[config.mk]
export PLATFORM = sky130hd
export DESIGN_NAME = gait_angle_smooth_classify
export DESIGN_NICKNAME = d
export VERILOG_FILES = /design/src/hdl/gasc_pkg.sv /design/src/hdl/gasc_ram.sv /design/src/hdl/gait_angle_smooth_classify.sv
export SDC_FILE = /design/constraint.sdc
export NUM_CORES = 2
export LEC_CHECK = 0
export ABC_AREA = 1
export BUFFER_PORTS_ARGS = -buffer_cell sky130_fd_sc_hd__clkbuf_2
export CAP_MARGIN = 40
export CORE_ASPECT_RATIO = 1.2
export CORE_UTILIZATION = 64
export CTS_CLUSTER_DIAMETER = 30
export DETAILED_ROUTE_END_ITERATION = 10
export PLACE_DENSITY_LB_ADDON = 0.25
export SETUP_SLACK_MARGIN = 0.2
export SYNTH_ARGS = -nofsm -noshare
export SYNTH_HDL_FRONTEND = slang
export SYNTH_SLANG_ARGS = --single-unit
export TNS_END_PERCENT = 20
[constraint.sdc]
create_clock -name clock -period 6.5 [get_ports clock]
set_input_delay 0.65 -clock clock [delete_from_list [all_inputs] [get_ports clock]]
set_output_delay 0.65 -clock clock [all_outputs]
set_load 0.02 [all_outputs]
[src/hdl/gasc_pkg.sv]
`timescale 1ns / 1ps
// ----------------------------------------------------------------------------
// gasc_pkg: shared types and constants
// Control state encoding and fixed constants of the gait smoothing block.
// ----------------------------------------------------------------------------
package gasc_pkg;

   localparam int unsigned ANGLE_W       = 9;
   localparam logic [8:0]  ANGLE_MAX     = 9'd511;
   localparam logic [8:0]  KNEE_MIN_INIT = 9'd180;
   localparam logic [9:0]  AVG_MIN_INIT  = 10'd400;
   localparam logic [8:0]  CHANGE_RESET  = 9'd10;
   localparam logic [8:0]  MARGIN_RESET  = 9'd10;

   localparam logic CSR_MAX_CHANGE   = 1'b0;
   localparam logic CSR_PHASE_MARGIN = 1'b1;

   localparam logic [1:0] PH_NONE = 2'd0;
   localparam logic [1:0] PH_HS   = 2'd1;
   localparam logic [1:0] PH_TO   = 2'd2;
   localparam logic [1:0] PH_FF   = 2'd3;

   typedef enum logic [3:0] {
      ST_LOAD,
      ST_SM_RD,
      ST_SM_WAIT,
      ST_SM_EVAL,
      ST_AV_RD,
      ST_AV_WAIT,
      ST_AV_ACC,
      ST_AV_DIV,
      ST_EX_RD,
      ST_EX_WAIT,
      ST_EX_ACC,
      ST_OUT_RD,
      ST_OUT_WAIT,
      ST_OUT_HOLD
   } state_type;

endpackage

[src/hdl/gasc_ram.sv]
`timescale 1ns / 1ps
// ----------------------------------------------------------------------------
// gasc_ram: generic single-port RAM
// One access per cycle, read data registered (a write cycle reads the old word).
// ----------------------------------------------------------------------------
module gasc_ram #(
   parameter int WIDTH = 9,
   parameter int DEPTH = 64
) (
   input  logic                     clock,
   input  logic                     wr_en,
   input  logic [$clog2(DEPTH)-1:0] addr,
   input  logic [WIDTH-1:0]         wr_data,
   output logic [WIDTH-1:0]         rd_data
);

   logic [WIDTH-1:0] mem [DEPTH];

   always_ff @(posedge clock) begin
      if (wr_en) begin
         mem[addr] <= wr_data;
      end
      rd_data <= mem[addr];
   end

endmodule

[src/hdl/gait_angle_smooth_classify.sv]
`timescale 1ns / 1ps
// ----------------------------------------------------------------------------
// gait_angle_smooth_classify: gait angle smoothing and phase classification
// Stores ankle frames, suppresses spikes, averages blocks, labels phases.
// ----------------------------------------------------------------------------
// Loading accepts one frame beat per cycle. After the final frame the block
// smooths the stored frames over SMOOTH_PASSES passes, sums each block of
// frames and divides the sums by restoring steps, finds the extremes of the
// averages, then sends one result beat per frame, each after a read of the
// average memory and held until the receiver takes it. The sequencer reads
// one memory entry per step. Reset is synchronous and active high, resets the
// state, frame count, knee extremes and CSR values.
module gait_angle_smooth_classify #(
   parameter int MAX_FRAMES    = 64,
   parameter int BLOCK_LEN     = 4,
   parameter int SMOOTH_PASSES = 2
) (
   input  logic        clock,
   input  logic        reset,
   input  logic        req_tvalid,
   output logic        req_tready,
   // left_ankle[8:0], right_ankle[17:9], left_knee[26:18], right_knee[35:27]
   input  logic [39:0] req_tdata,
   input  logic        req_tlast,   // final_frame
   output logic        rsp_tvalid,
   input  logic        rsp_tready,
   // frame_index[5:0], left_average[14:6], right_average[23:15],
   // left_phase[25:24], right_phase[27:26], left_knee_top[36:28],
   // left_knee_bottom[44:37], right_knee_top[53:45], right_knee_bottom[61:54]
   output logic [63:0] rsp_tdata,
   output logic        rsp_tlast,   // run_end
   input  logic        csr_valid,
   output logic        csr_ready,
   input  logic        csr_index,
   input  logic [8:0]  csr_wdata
);

   localparam int AW = (MAX_FRAMES > 1) ? $clog2(MAX_FRAMES) : 1;
   localparam int CW = $clog2(MAX_FRAMES + 1);
   localparam int PW = (SMOOTH_PASSES > 1) ? $clog2(SMOOTH_PASSES) : 1;
   localparam int BW = (BLOCK_LEN > 1) ? $clog2(BLOCK_LEN + 1) : 1;
   localparam int SW = 9 + BW;

   gasc_pkg::state_type state_ff, state_in;

   logic [8:0]     max_change_ff, phase_margin_ff;
   logic [CW-1:0]  count_ff, count_in;
   logic [8:0]     lk_max_ff, lk_min_ff, rk_max_ff, rk_min_ff;
   logic [8:0]     lk_max_in, lk_min_in, rk_max_in, rk_min_in;
   logic [CW-1:0]  idx_ff, idx_in;
   logic [CW-1:0]  blk_ff, blk_in;
   logic [PW-1:0]  pass_ff, pass_in;
   logic [8:0]     lprev_ff, rprev_ff, lprev_in, rprev_in;
   logic [9:0]     lmin_ff, rmin_ff, lmin_in, rmin_in;
   logic [8:0]     lmax_ff, rmax_ff, lmax_in, rmax_in;
   logic [SW-1:0]  lsum_ff, rsum_ff, lsum_in, rsum_in;
   logic [BW-1:0]  bcnt_ff, bcnt_in;
   logic [SW-1:0]  lrem_ff, rrem_ff, lrem_in, rrem_in;
   logic [8:0]     lq_ff, rq_ff, lq_in, rq_in;
   logic [8:0]     lavg_ff, ravg_ff, lavg_in, ravg_in;

   logic           s_we;
   logic [AW-1:0]  s_addr;
   logic [8:0]     ls_wd, rs_wd, ls_rd, rs_rd;
   logic           a_we;
   logic [AW-1:0]  a_addr;
   logic [8:0]     la_rd, ra_rd;

   gasc_ram #(.WIDTH(9), .DEPTH(MAX_FRAMES)) u_lsamp (
      .clock(clock), .wr_en(s_we), .addr(s_addr), .wr_data(ls_wd), .rd_data(ls_rd));
   gasc_ram #(.WIDTH(9), .DEPTH(MAX_FRAMES)) u_rsamp (
      .clock(clock), .wr_en(s_we), .addr(s_addr), .wr_data(rs_wd), .rd_data(rs_rd));
   // Block averages are kept per frame so output reads stay one address.
   gasc_ram #(.WIDTH(9), .DEPTH(MAX_FRAMES)) u_lavg (
      .clock(clock), .wr_en(a_we), .addr(a_addr), .wr_data(lq_ff), .rd_data(la_rd));
   gasc_ram #(.WIDTH(9), .DEPTH(MAX_FRAMES)) u_ravg (
      .clock(clock), .wr_en(a_we), .addr(a_addr), .wr_data(rq_ff), .rd_data(ra_rd));

   // Spike check for one side: the previous smoothed sample and current one.
   function automatic logic [8:0] fix_sample(input logic [8:0] cur, input logic [8:0] prv,
                                             input logic [8:0] lim);
      logic signed [11:0] d;
      logic        [10:0] mag;
      logic signed [13:0] t;
      begin
         d   = $signed({3'b0, cur}) - $signed({3'b0, prv});
         mag = d[11] ? 11'(-d) : 11'(d);
         t   = $signed({5'b0, cur}) * 14'sd4 - $signed({{2{d[11]}}, d}) * 14'sd3;
         if (mag <= {2'b0, lim}) fix_sample = cur;
         else if (t < 0) fix_sample = '0;
         else if (t[13:2] > 12'd511) fix_sample = gasc_pkg::ANGLE_MAX;
         else fix_sample = t[10:2];
      end
   endfunction

   function automatic logic [1:0] phase_of(input logic [8:0] a, input logic [9:0] mn,
                                           input logic [8:0] mx, input logic [8:0] m);
      logic [10:0] dmax, dmin;
      logic [1:0]  ph;
      begin
         dmax = (mx >= a) ? 11'(mx - a) : 11'(a - mx);
         dmin = (mn >= {1'b0, a}) ? 11'(mn - {1'b0, a}) : 11'({1'b0, a} - mn);
         ph = gasc_pkg::PH_NONE;
         if (dmax <= {2'b0, m}) ph = gasc_pkg::PH_HS;
         if (dmin <= {2'b0, m}) ph = gasc_pkg::PH_TO;
         if ((11'(a) + 11'(m) < 11'(mx)) && (11'(a) > 11'(mn) + 11'(m))) ph = gasc_pkg::PH_FF;
         phase_of = ph;
      end
   endfunction

   logic           accept;
   logic [CW-1:0]  last_idx;
   logic [CW-1:0]  blk_end;
   logic [8:0]     lfix, rfix;

   assign accept    = req_tvalid && req_tready;
   assign last_idx  = count_ff - 1'b1;
   assign csr_ready = 1'b1;
   assign lfix      = fix_sample(ls_rd, lprev_ff, max_change_ff);
   assign rfix      = fix_sample(rs_rd, rprev_ff, max_change_ff);

   always_ff @(posedge clock) begin
      if (reset) begin
         max_change_ff   <= gasc_pkg::CHANGE_RESET;
         phase_margin_ff <= gasc_pkg::MARGIN_RESET;
      end else if (csr_valid) begin
         unique case (csr_index)
            gasc_pkg::CSR_MAX_CHANGE:   max_change_ff   <= csr_wdata;
            gasc_pkg::CSR_PHASE_MARGIN: phase_margin_ff <= csr_wdata;
            default: ;
         endcase
      end
   end

   always_ff @(posedge clock) begin
      if (reset) begin
         state_ff  <= gasc_pkg::ST_LOAD;
         count_ff  <= '0;
         lk_max_ff <= '0;
         rk_max_ff <= '0;
         lk_min_ff <= gasc_pkg::KNEE_MIN_INIT;
         rk_min_ff <= gasc_pkg::KNEE_MIN_INIT;
      end else begin
         state_ff  <= state_in;
         count_ff  <= count_in;
         lk_max_ff <= lk_max_in;
         rk_max_ff <= rk_max_in;
         lk_min_ff <= lk_min_in;
         rk_min_ff <= rk_min_in;
      end
   end

   always_ff @(posedge clock) begin
      idx_ff   <= idx_in;   pass_ff <= pass_in;
      blk_ff   <= blk_in;
      lprev_ff <= lprev_in; rprev_ff <= rprev_in;
      lmin_ff  <= lmin_in;  rmin_ff <= rmin_in;
      lmax_ff  <= lmax_in;  rmax_ff <= rmax_in;
      lsum_ff  <= lsum_in;  rsum_ff <= rsum_in;
      bcnt_ff  <= bcnt_in;
      lrem_ff  <= lrem_in;  rrem_ff <= rrem_in;
      lq_ff    <= lq_in;    rq_ff <= rq_in;
      lavg_ff  <= lavg_in;  ravg_ff <= ravg_in;
   end

   // blk_ff holds the first frame of the block being averaged; blk_end is the
   // index after its last frame (the final frame never joins an average).
   assign blk_end = blk_ff + CW'(BLOCK_LEN);

   always_comb begin
      state_in = state_ff;
      count_in = count_ff;
      lk_max_in = lk_max_ff; lk_min_in = lk_min_ff;
      rk_max_in = rk_max_ff; rk_min_in = rk_min_ff;
      idx_in = idx_ff; pass_in = pass_ff; blk_in = blk_ff;
      lprev_in = lprev_ff; rprev_in = rprev_ff;
      lmin_in = lmin_ff; rmin_in = rmin_ff; lmax_in = lmax_ff; rmax_in = rmax_ff;
      lsum_in = lsum_ff; rsum_in = rsum_ff; bcnt_in = bcnt_ff;
      lrem_in = lrem_ff; rrem_in = rrem_ff; lq_in = lq_ff; rq_in = rq_ff;
      lavg_in = lavg_ff; ravg_in = ravg_ff;
      s_we = 1'b0; s_addr = idx_ff[AW-1:0];
      ls_wd = req_tdata[8:0]; rs_wd = req_tdata[17:9];
      a_we = 1'b0; a_addr = idx_ff[AW-1:0];
      req_tready = 1'b0; rsp_tvalid = 1'b0;

      unique case (state_ff)
         gasc_pkg::ST_LOAD: begin
            req_tready = 1'b1;
            s_addr = count_ff[AW-1:0];
            if (accept) begin
               if (count_ff < CW'(MAX_FRAMES)) begin
                  s_we = 1'b1;
                  count_in = count_ff + 1'b1;
                  if (req_tdata[26:18] > lk_max_ff) lk_max_in = req_tdata[26:18];
                  if (req_tdata[26:18] < lk_min_ff) lk_min_in = req_tdata[26:18];
                  if (req_tdata[35:27] > rk_max_ff) rk_max_in = req_tdata[35:27];
                  if (req_tdata[35:27] < rk_min_ff) rk_min_in = req_tdata[35:27];
               end
               if (req_tlast) begin
                  state_in = gasc_pkg::ST_SM_RD;
                  idx_in = '0;
                  pass_in = '0;
               end
            end
         end
         // Smoothing: within a pass, frame i compares with the already
         // smoothed frame i-1; the delta store collapses to that one value.
         gasc_pkg::ST_SM_RD: begin
            state_in = gasc_pkg::ST_SM_WAIT;
         end
         gasc_pkg::ST_SM_WAIT: begin
            state_in = gasc_pkg::ST_SM_EVAL;
         end
         gasc_pkg::ST_SM_EVAL: begin
            if (idx_ff == '0 || idx_ff + 1'b1 >= count_in) begin
               lprev_in = ls_rd; rprev_in = rs_rd;
            end else begin
               s_we = 1'b1; ls_wd = lfix; rs_wd = rfix;
               lprev_in = lfix; rprev_in = rfix;
            end
            if (idx_ff + 1'b1 >= count_ff) begin
               idx_in = '0;
               if (pass_ff == PW'(SMOOTH_PASSES - 1)) begin
                  state_in = gasc_pkg::ST_AV_RD;
                  lsum_in = '0; rsum_in = '0; bcnt_in = '0;
                  blk_in = '0;
               end else begin
                  pass_in = pass_ff + 1'b1;
                  state_in = gasc_pkg::ST_SM_RD;
               end
            end else begin
               idx_in = idx_ff + 1'b1;
               state_in = gasc_pkg::ST_SM_RD;
            end
         end
         // Averages: accumulate each block, then divide by restoring steps.
         gasc_pkg::ST_AV_RD: begin
            state_in = gasc_pkg::ST_AV_WAIT;
         end
         gasc_pkg::ST_AV_WAIT: begin
            state_in = gasc_pkg::ST_AV_ACC;
         end
         gasc_pkg::ST_AV_ACC: begin
            if (idx_ff < last_idx) begin
               lsum_in = lsum_ff + SW'(ls_rd);
               rsum_in = rsum_ff + SW'(rs_rd);
               bcnt_in = bcnt_ff + 1'b1;
            end
            if (idx_ff + 1'b1 == blk_end || idx_ff == last_idx) begin
               if (idx_ff < last_idx || bcnt_ff != '0) begin
                  lrem_in = (idx_ff < last_idx) ? lsum_ff + SW'(ls_rd) : lsum_ff;
                  rrem_in = (idx_ff < last_idx) ? rsum_ff + SW'(rs_rd) : rsum_ff;
                  lq_in = '0; rq_in = '0;
                  lprev_in = 9'd8;
                  state_in = gasc_pkg::ST_AV_DIV;
               end else begin
                  // A block holding only the final frame takes its value and
                  // goes straight to writing.
                  lq_in = ls_rd; rq_in = rs_rd;
                  lprev_in = 9'h100;
                  rprev_in = 9'(blk_ff);
                  state_in = gasc_pkg::ST_AV_DIV;
               end
            end else begin
               idx_in = idx_ff + 1'b1;
               state_in = gasc_pkg::ST_AV_RD;
            end
         end
         gasc_pkg::ST_AV_DIV: begin
            // lprev_ff counts quotient bits; all ones marks a finished quotient,
            // then the block's frames are written with it via rprev as index.
            if (lprev_ff != 9'h1ff && lprev_ff[8:4] == '0) begin
               if ((lrem_ff >> lprev_ff[3:0]) >= SW'(bcnt_ff)) begin
                  lrem_in = lrem_ff - (SW'(bcnt_ff) << lprev_ff[3:0]);
                  lq_in[lprev_ff[3:0]] = 1'b1;
               end
               if ((rrem_ff >> lprev_ff[3:0]) >= SW'(bcnt_ff)) begin
                  rrem_in = rrem_ff - (SW'(bcnt_ff) << lprev_ff[3:0]);
                  rq_in[lprev_ff[3:0]] = 1'b1;
               end
               lprev_in = (lprev_ff == '0) ? 9'h1ff : lprev_ff - 1'b1;
               rprev_in = 9'(blk_ff);
            end else begin
               if (lprev_ff == 9'h1ff && rprev_ff[8] == 1'b0) begin
                  rprev_in = 9'(blk_ff);
                  lprev_in = 9'h100;
               end else begin
                  a_we = 1'b1;
                  a_addr = rprev_ff[AW-1:0];
                  rprev_in = rprev_ff + 1'b1;
                  if (CW'(rprev_ff) + 1'b1 >= blk_end || CW'(rprev_ff) >= last_idx) begin
                     lsum_in = '0; rsum_in = '0; bcnt_in = '0;
                     if (idx_ff >= last_idx) begin
                        idx_in = '0;
                        lmin_in = gasc_pkg::AVG_MIN_INIT; rmin_in = gasc_pkg::AVG_MIN_INIT;
                        lmax_in = '0; rmax_in = '0;
                        state_in = gasc_pkg::ST_EX_RD;
                     end else begin
                        idx_in = idx_ff + 1'b1;
                        blk_in = blk_end;
                        state_in = gasc_pkg::ST_AV_RD;
                     end
                  end
               end
            end
         end
         gasc_pkg::ST_EX_RD: begin
            state_in = gasc_pkg::ST_EX_WAIT;
         end
         gasc_pkg::ST_EX_WAIT: begin
            state_in = gasc_pkg::ST_EX_ACC;
         end
         gasc_pkg::ST_EX_ACC: begin
            if ({1'b0, la_rd} < lmin_ff) lmin_in = {1'b0, la_rd};
            if (la_rd > lmax_ff) lmax_in = la_rd;
            if ({1'b0, ra_rd} < rmin_ff) rmin_in = {1'b0, ra_rd};
            if (ra_rd > rmax_ff) rmax_in = ra_rd;
            if (idx_ff == last_idx) begin
               idx_in = '0;
               state_in = gasc_pkg::ST_OUT_RD;
            end else begin
               idx_in = idx_ff + 1'b1;
               state_in = gasc_pkg::ST_EX_RD;
            end
         end
         gasc_pkg::ST_OUT_RD: begin
            state_in = gasc_pkg::ST_OUT_WAIT;
         end
         gasc_pkg::ST_OUT_WAIT: begin
            lavg_in = la_rd; ravg_in = ra_rd;
            state_in = gasc_pkg::ST_OUT_HOLD;
         end
         gasc_pkg::ST_OUT_HOLD: begin
            rsp_tvalid = 1'b1;
            if (rsp_tready) begin
               if (idx_ff == last_idx) begin
                  state_in = gasc_pkg::ST_LOAD;
                  count_in = '0;
                  lk_max_in = '0; rk_max_in = '0;
                  lk_min_in = gasc_pkg::KNEE_MIN_INIT;
                  rk_min_in = gasc_pkg::KNEE_MIN_INIT;
               end else begin
                  idx_in = idx_ff + 1'b1;
                  state_in = gasc_pkg::ST_OUT_RD;
               end
            end
         end
         default: state_in = gasc_pkg::ST_LOAD;
      endcase
   end

   assign rsp_tdata = {2'b0, rk_min_ff[7:0], rk_max_ff, lk_min_ff[7:0], lk_max_ff,
                       phase_of(ravg_ff, rmin_ff, rmax_ff, phase_margin_ff),
                       phase_of(lavg_ff, lmin_ff, lmax_ff, phase_margin_ff),
                       ravg_ff, lavg_ff, idx_ff[5:0]};
   assign rsp_tlast = (idx_ff == last_idx);

   a_no_rsp_in_load: assert property (@(posedge clock) disable iff (reset)
      state_ff == gasc_pkg::ST_LOAD |-> !rsp_tvalid) else $error("result during load");
   a_count_bound: assert property (@(posedge clock) disable iff (reset)
      count_ff <= CW'(MAX_FRAMES)) else $error("frame count overflow");
   a_clear_after_run: assert property (@(posedge clock) disable iff (reset)
      rsp_tvalid && rsp_tready && rsp_tlast |=> count_ff == '0) else $error("no clear");

endmodule
==> summary.txt <==
Power
  – Pwr dens: 379 nW/um2
  – Worst vdd ir: 0.598 mV
  – P_leak: 0.0565 uW

Worst setup path
  – Worst setup path class: reg -> reg
  – RR Startpoint: u_rsamp.rd_data[0]
  – Flop2flop setup slack: 540 ps
  – WP data required: 7330 ps
  – CP Launch Type: register
  – Arrival @ worst endpoint: 6790 ps
  – Crit path to: u_rsamp.mem[63][1]
  – Worst setup EP type: register
  – Worst r2r dst: u_rsamp.mem[63][1]
  – Maximum fanout along the worst path: 33
  – Crit path from: u_rsamp.rd_data[0]
  – Cell depth of the worst flop-to-flop path: 27

Clocking
  – Max Root-Sink Buffers: 4
  – Clock Pin Slew Worst Setup and Hold Paths: 50 ps
  – CTS tree: built
  – H-tree level count: 5
  – CTS Sinks: 2559
  – TritonCTS Buffers: 416
  – Clk Latency, worst-skew pair: 1020 ps
  – Root buf cell: clkbuf_16

STA
  – Fmax: 168 MHz
  – Setup tns final: 0 ps
  – RSZ-0062 raised after global routing: yes
  – Period utilization: 91.6%
  – Slew Viols, Final: 0
  – Setup violators final: 0
  – Post-layout min period: 5960 ps
  – Actual slew at the worst max-slew pin: 1050 ps
  – Hold Fails Final Rpt: 0
  – Post-route clock skew: 119 ps
  – Slew HR: 30.1%

Yosys
  – Yosys top cell by area: edfxtp_1
  – Syn. warnings: 0
  – Asr flop ratio synth: 0%
  – Post-synth EDFFs: 2458
  – Average cell area after synthesis: 10.4 um2
  – Post-synthesis sequential area ratio: 63.6%
  – Top cell type's share of synthesized area: 61.9%
  – Netlist cell types: 67
  – Synth area leaders: edfxtp_1, nand2_1, ha_1
  – Syn Inst Count: 11500
  – Synthesis-stage register bit count: 2559
  – Prevailing post-synth register cell: edfxtp_1
  – Netlist Area Pre-Place: 119000 um2

Global routing
  – Gr usage total: 37.9%
  – Met1 usage: 46.2%
  – Met3 usage: 7.09%
  – GR Overflow Total: 0
  – Layer with the highest usage: met2
  – First-pass GRT wire length: 530000 um
  – GRT met2 Usage: 61.5%
  – Initial antenna violation count: 8
  – Largest net degree at the start of global routing: 194
  – Vias in the first global route: 88200

Outcome
  – Outcome: finished, violations left
  – Failing checks: design-rule violations

Finish
  – Nets: 12300
  – Most frequent cells in the layout: nand2_1, edfxtp_1, nand3_1, inv_1, a21oi_1
  – Share of layout cells above drive strength 1: 10.8%
  – Area Overhead vs Synth: 15.4%
  – Final Instance Area: 138000 um2
  – Fillers: 12000
  – Most common cell after layout, fill and taps aside: nand2_1

Route
  – Drt pass-1 iters: 10
  – DRC: 12
  – Post-route ant nets: 0
  – Vias/cell: 6.17
  – Starting DRT DRC Count: 10600
  – Routed WL per cell: 24.7 um
  – Routed vias: 90200
  – Total Wirelength: 361000 um

Floorplanning
  – Die H: 475 um
  – Core area: 185000 um2
  – Num ports: 124
  – Initial Utilization: 64.4%
  – Die X: 396 um
  – Row Count: 173
  – Full die area: 188000 um2

Hold path
  – Hold WC Path Type: in -> reg

Placement
  – Hpwl dp: 214000 um
  – Post-Place Cell Area: 124000 um2
  – PortBufs: 116
  – RePlAce Congestion: 0.939

Flow run
  – Max-Cap Viols: 0
==> critical path, cell delays in order (launching register included) <==
cell and delay, ps:
dfxtp_1 480, inv_1 150, ha_1 230, fa_1 390, nand3b_1 170, nand2_1 150, nand2_1 70, nand2_1 140
a21boi_0 140, xor2_1 290, inv_1 130, ha_1 320, fa_1 480, inv_1 40, ha_1 300, inv_1 110
nor3_1 280, nand3_1 140, nand3_1 120, nand2_1 50, nand2_1 70, inv_1 130, a21oi_1 160, nand2_1 80
nand3_1 120, nand2_1 200, inv_2 560, buf_4 360
==> through the flow <==
stage          worst slack (ps)  util [%]  power, uW  hold slack, ps  std cells
2_1_floorplan              1030         -      27000             408      11500
3_3_place_gp                686      66.5      30500             421      13800
3_5_place_dp                645      66.7      30500             427      13800
4_1_cts                     495      74.2      52100           0.114      14600
5_1_grt                     119      74.3      54300            33.6      14600
6_report                    544      74.3      52200            34.9      14600
==> flip-flops by register name, indices dropped and copies added, names as in the netlist, 12 cells and up <==
signal       cells
lrem_ff         12
lsum_ff         12
rrem_ff         12
rsum_ff         12
u_lavg.mem     576
u_lsamp.mem    576
u_ravg.mem     576
u_rsamp.mem    576
==> worst min-delay path by stage <==
stage / start / cells past startpoint / slack, ps / end
floorplan: u_lavg.rd_data[0] / 0 / 410 / lavg_ff[0]
global placement: u_lavg.rd_data[0] / 0 / 420 / lavg_ff[0]
detailed placement: u_lavg.rd_data[0] / 0 / 430 / lavg_ff[0]
CTS: csr_wdata[0] / 3 / 0.1 / max_change_ff[0]
global route: csr_wdata[0] / 3 / 30 / max_change_ff[0]
finish: csr_wdata[0] / 3 / 30 / max_change_ff[0]
==> routing by layer <==
layer / share of wire (%) / wire [um] / up-vias
met3: 11 / 39100 / 1293
met4: 7.6 / 27400 / 4
met5: 0.0072 / 26 / -
met1: 34 / 124000 / 42900
li1: - / - / 40100
met2: 47 / 171000 / 6007
==> where the power goes <==
part / internal [uW] / switching, uW / total [uW]
logic: 3930 / 8100 / 12000
clock network: 13800 / 7940 / 21800
registers: 18200 / 208 / 18400
total: 36000 / 16200 / 52200
==> cell families after synthesis <==
kind of cell	share of synthesized area, %
fa+ha+maj	4.97
other cells	0.00629
buf+inv	4.46
flops	63.6
compound gates	6.36
simple gates	19.4
mux	0.109
xor+xnor	1.13
==> timing repair <==
item | 4_1_cts | 5_1_grt
setup endpoints to repair | 0 | 3
hold buffers | 6 | 0
hold endpoints to repair | 10 | 0
buffers inserted | 0 | 3
resized for setup | 0 | 0
==> final cells by class <==
cell class                      instances  area, um2  share of cell area (%)
Inverter                              764       2900                    2.11
Antenna cell                            5       12.5                 0.00909
Clock inverter                        297       3150                    2.29
Multi-Input combinational cell       7644      38500                    28.0
Tap cell                             2450       3070                    2.23
Clock buffer                          460      10700                    7.79
Sequential cell                      2559      75800                    55.1
Timing Repair Buffer                  436       3480                    2.53
==> cell usage after synthesis, types with 6 or more instances <==
master / instances
nand2_1: 4087
edfxtp_1: 2458
nand3_1: 766
inv_1: 729
nor2_1: 605
a21oi_1: 572
ha_1: 426
o21ai_0: 308
buf_2: 225
clkbuf_1: 225
a22oi_1: 207
nand4_1: 131
xor2_1: 110
dfxtp_1: 101
xnor2_1: 44
buf_1: 40
nor3_1: 38
buf_4: 34
or2_2: 33
fa_1: 30
inv_2: 30
o31ai_1: 23
o21ai_1: 22
o211ai_1: 21
o21bai_1: 18
a211oi_1: 16
a31oi_1: 16
o2bb2ai_1: 16
a21o_1: 14
mux2i_1: 13
o21a_1: 12
o221ai_1: 10
nor3_2: 8
nor4_1: 8
nor3_4: 7
o21ai_2: 7
and2_0: 6
buf_6: 6
nand3b_1: 6
o22ai_1: 6
Power figures use the tool's default switching activity.
